$ cat src/rtl/scdr_pkg.sv
// ----------------------------------------------------------------------------
// scdr_pkg: shared types and constants
// Sizes of the shadow constant store and the write port structure used
// between the top level and the shadow RAM.
// ----------------------------------------------------------------------------
package scdr_pkg;

    // registers in each of the two banks
    localparam int REGS_PER_BANK = 256;
    localparam int SLOTS         = 2 * REGS_PER_BANK;
    localparam int ADDR_W        = (SLOTS > 1) ? $clog2(SLOTS) : 1;
    localparam int LANE_W        = 32;
    localparam int LANES         = 4;
    localparam int WORD_W        = LANE_W * LANES;
    localparam int IDX_W         = 8;

    localparam logic [ADDR_W-1:0] LAST_SLOT = ADDR_W'(SLOTS - 1);
    localparam logic [ADDR_W-1:0] BANK1_BASE = ADDR_W'(REGS_PER_BANK);

    // dirty range reset values (empty range)
    localparam logic [IDX_W-1:0] DIRTY_LOW_RST  = 8'd255;
    localparam logic [IDX_W-1:0] DIRTY_HIGH_RST = 8'd0;

    typedef logic [WORD_W-1:0] word_t;
    typedef logic [ADDR_W-1:0] addr_t;

    // RAM write request
    typedef struct packed {
        logic  en;
        addr_t addr;
        word_t data;
    } ram_wr_t;

endpackage

$ cat src/rtl/scdr_lane_cmp.sv
// ----------------------------------------------------------------------------
// scdr_lane_cmp: four-lane binary32 not-equal compare
// A NaN on either side differs; +0 and -0 compare equal.
// ----------------------------------------------------------------------------
module scdr_lane_cmp (
    input  scdr_pkg::word_t          new_word,
    input  scdr_pkg::word_t          old_word,
    output logic [scdr_pkg::LANES-1:0] differ
);
    import scdr_pkg::*;

    function automatic logic is_nan(input logic [LANE_W-1:0] x);
        is_nan = (x[LANE_W-2:0] > 31'h7F80_0000);
    endfunction

    function automatic logic lane_differs(input logic [LANE_W-1:0] a,
                                          input logic [LANE_W-1:0] b);
        logic [LANE_W-1:0] ab;
        ab = a | b;
        if (is_nan(a) || is_nan(b))
        begin
            lane_differs = 1'b1;
        end
        else if (ab[LANE_W-2:0] == '0)
        begin
            lane_differs = 1'b0;
        end
        else
        begin
            lane_differs = (a != b);
        end
    endfunction

    // lanes are independent
    always_comb
    begin
        for (int i = 0; i < LANES; i++)
        begin
            differ[i] = lane_differs(new_word[i*LANE_W +: LANE_W],
                                     old_word[i*LANE_W +: LANE_W]);
        end
    end

endmodule

$ cat config.mk
export PLATFORM = sky130hd
export DESIGN_NAME = scdr_lane_cmp
export DESIGN_NICKNAME = d
export VERILOG_FILES = /design/src/rtl/scdr_pkg.sv /design/src/rtl/scdr_lane_cmp.sv
export SDC_FILE = /design/constraint.sdc
export NUM_CORES = 1
export LEC_CHECK = 0
export ABC_AREA = 0
export BUFFER_PORTS_ARGS = -buffer_cell sky130_fd_sc_hd__buf_2
export CAP_MARGIN = 20
export CORE_AREA = 2 2 100 102
export DETAILED_ROUTE_END_ITERATION = 10
export DIE_AREA = 0 0 102 104
export PLACE_DENSITY = 0.86
export SYNTH_ARGS = -nofsm -noshare
export SYNTH_HDL_FRONTEND = slang
export SYNTH_SLANG_ARGS = --single-unit
$ cat constraint.sdc
create_clock -name vclk -period 1.65
set_input_delay 0.0825 -clock vclk [all_inputs]
set_output_delay 0.0825 -clock vclk [all_outputs]
set_load 0.02 [all_outputs]
# Word-level counts from Yosys, hierarchy flattened
# Index checks and enable logic that the tools add are counted.
# word_totals
wordCells,32
in_bits,256
register_bits,0
output_inout_bits,4
# classes
bitwise_logic,4
mux,8
magnitude_cmp,8
n_eq_ne,4
reduce_logical,8
# ops
cell,n
"31-bit > comparator, second input constant",8
32-bit != test,4
31-bit logical NOT,4
31-bit OR,4
1-bit 2-to-1 mux,8
1-bit logical OR,4

# Depth between registers and ports, before layout
# depth
word_depth,4
ltp_mapped,6
mapped_depth_nobuf,6

# Least setup slack after synthesis
# OpenSTA, ideal clock, no wires.
# synth_timing
path_kind,input to output
start,input port new_word[7]
end,output port differ[0] (netlist bit)
arrival_ns,1.338
setup_slack_ns,0.230
required_ns,1.567
n_path_buf,0
stages,6
path_cell_list,inv_1 -> ha_1 -> nand4_1 -> or4_1 -> nor4_1 -> o211ai_1
# synth_between
elab_chain_len,4
word_cells_on_any_way,7
cone_classes,order compare: 1; eq/ne: 1; mux: 2; bitwise: 1; reduce/logical: 2
# synth_lines
element,line,source
"start, declared",scdr_lane_cmp.sv:6,"input scdr_pkg::word_t new_word,"
"parallel branches: the longest is 3 deep, another holds 31-bit > comparator",--,
1-bit 2-to-1 mux *,scdr_lane_cmp.sv:20,if (is_nan(a) || is_nan(b))
"end, declared",scdr_lane_cmp.sv:8,output logic [scdr_pkg::LANES-1:0] differ
# Every way passes the cells marked *.

# Final worst setup path
# layout_timing
start,input port new_word[113]
end,output port differ[3] (netlist bit)
# The elaborated chain is that of the path after synthesis.

==> results.ini <==
[synth]
synth_most_common_cell = inv_1
netlist.area_leader.share_pct = 42.8
ys_top_cells_by_count = 248 x inv_1, 124 x ha_1, 72 x nor4_1
synth.distinct_cells = 13
yosysTopAreaCell = ha_1
ys_top_cells_by_area = ha_1 43%, inv_1 26%, nor4_1 12%
yosys_warnings = 0
synthCells = 564
syn_area_per_cell_um2 = 6.43
syn_nets = 944
netlist_area_mm2 = 0.00363
seq_area_frac_synth_pct = 0

[floorplanning]
die-area_mm2 = 0.0106
core_region_area_mm2 = 0.00955
start_util_pct = 38.0
io_pins = 260
fp.dieH_um = 104
rows = 36
fp.dieW_um = 102

[cells_and_area]
fin_cells = 978
fillers = 879
num_antenna_cells = 0
drive_gt1_share_pct = 43.0
multi_input_area_mm2 = 0.00307
seqCellArea_um2 = 0
fin_nets = 1227
fin_area_mm2 = 0.00575
clock_buffers = 0
seq_cells = 0
area_delta_synth_final_pct = 58.5

[worst_hold_path]
hold_end = differ[1]
min-delay-start = new_word[42]
hold_path.class = input pin to output port
holdPathStages = 6

[detailed_routing]
vias_per_cell = 5.10
wl_met1_um = 5110
dr.first_iter.drc_count = 168
wl_per_cell_um = 14.1
drc = 0
vias = 4986
wl_um = 13800
antenna_left = 0
highest_layer = met4
wl_met2_um = 7070
first_pass_iters = 5
wl_met3_um = 1140

[pwr]
ir_worst_vdd_uv = 117
cellPowerDensity_mw_per_mm2 = 188
p_leak_nw = 3.54

[placement]
place_congestion = 0.972
placed_cells = 978
hpwl_um = 12300
place_area_mm2 = 0.00525
io_buffers = 260

[critical_path]
crit_required_ns = 1.57
crit_family = simple AND/OR/NAND/NOR gates
path_class = input pin to output port
path_buf_inv = 3
arrival_ns = 1.57
crit_fanout = 2
cp_cell_sequence = buf_2, inv_2, ha_4, nand4_1, or4_4, nor4_4, o211ai_1, buf_4
cp-end-kind = output port
crit_slowest_cell = or4_4
cp.depth = 8
worstSetupStartpointType = input pin
max_stage_delay_ns = 0.52

[sta]
tightest_slew_ns = 0.398
hold_violations = 0
finalSetupViolations = 0
tns_ns = 0
rsz0062_at_grt = true
timing.slew.headroom_pct = 73.2
max_freq_ghz = 0.607
period_share_pct = 99.9
report.final.slew_viol_count = 0
layout_min_cycle_time_ns = 1.65

[cts]
cts_setup_buffers = 0

[run_status]
status = complete, no violations

[grt]
grt_pass1_wl_um = 20600
grt_pass1_vias = 5125
grt_use_total_pct = 23.4
gr-total-overflow = 0
grt_max_degree = 3
antenna_found_initial = 0

[flow_run]
max_cap_viol_count = 0

[metrics by stage]
step / setup WS, ns / hold WS (ns) / util [%] / power, mW
floorplan: 0.230 / 0.489 / - / 0.377
global placement: -0.161 / 0.657 / 55.0 / 0.913
detailed placement: -0.117 / 0.659 / 55.0 / 0.934
CTS: 0.00758 / 0.660 / 55.2 / 0.942
global route: -0.0676 / 0.694 / 60.2 / 1.23
finish: 0.00232 / 0.624 / 60.2 / 1.08
[what timing repair did]
action,4_1_cts,5_1_grt
pin swaps,4,25
hold buffers,0,0
resized for setup,4,123
endpoints found under the setup margin,4,4
[power breakdown]
part           total, mW  leakage (nW)  internal (mW)  switching, mW
registers              0             0              0              0
logic               1.08          3.54          0.545          0.535
clock network          0             0              0              0
total               1.08          3.54          0.545          0.535
[cell families after synthesis]
group / count (synthesis) / share of synthesized area, %
buf+inv: 248 / 25.7
xor+xnor: 4 / 0.965
simple gates: 176 / 28.7
fa+ha+maj: 124 / 42.8
compound gates: 12 / 1.93
[layout make-up]
type                       instances  area share [%]
inverter                         248            16.2
tap                              133            2.89
multi-input combinational        316            53.4
timing repair buffer             281            27.5
[worst max path at each step]
| stage | from | endpoint | slack [ns] |
|---|---|---|---|
| 2_1_floorplan | new_word[7] | differ[0] | 0.23 |
| 3_3_place_gp | new_word[126] | differ[3] | -0.16 |
| 3_5_place_dp | new_word[126] | differ[3] | -0.12 |
| 4_1_cts | new_word[6] | differ[0] | 0.008 |
| 5_1_grt | old_word[13] | differ[0] | -0.07 |
| 6_report | new_word[113] | differ[3] | 0.002 |
[routing by layer]
layer,GRT usage (%),up-vias
met2,46.8,268
met1,24.5,2220
li1,-,2451
met3,3.36,47
met4,6.29,0
met5,0,-
[placed cells by master, fill, tap and decap left out]
cell      instances
and4_1            4
buf_2           237
buf_4            27
buf_6            17
ha_1            103
ha_2              2
ha_4             19
inv_1           206
inv_2            42
nand2_1          12
nand3_1           4
nand4_1          56
nor2_1            8
nor3_1           14
nor3_2            2
nor4_1           59
nor4_2           10
nor4_4            3
o211ai_1          4
o21ai_0           8
or4_4             4
xnor2_1           4
(Power assumes the default switching activity.)
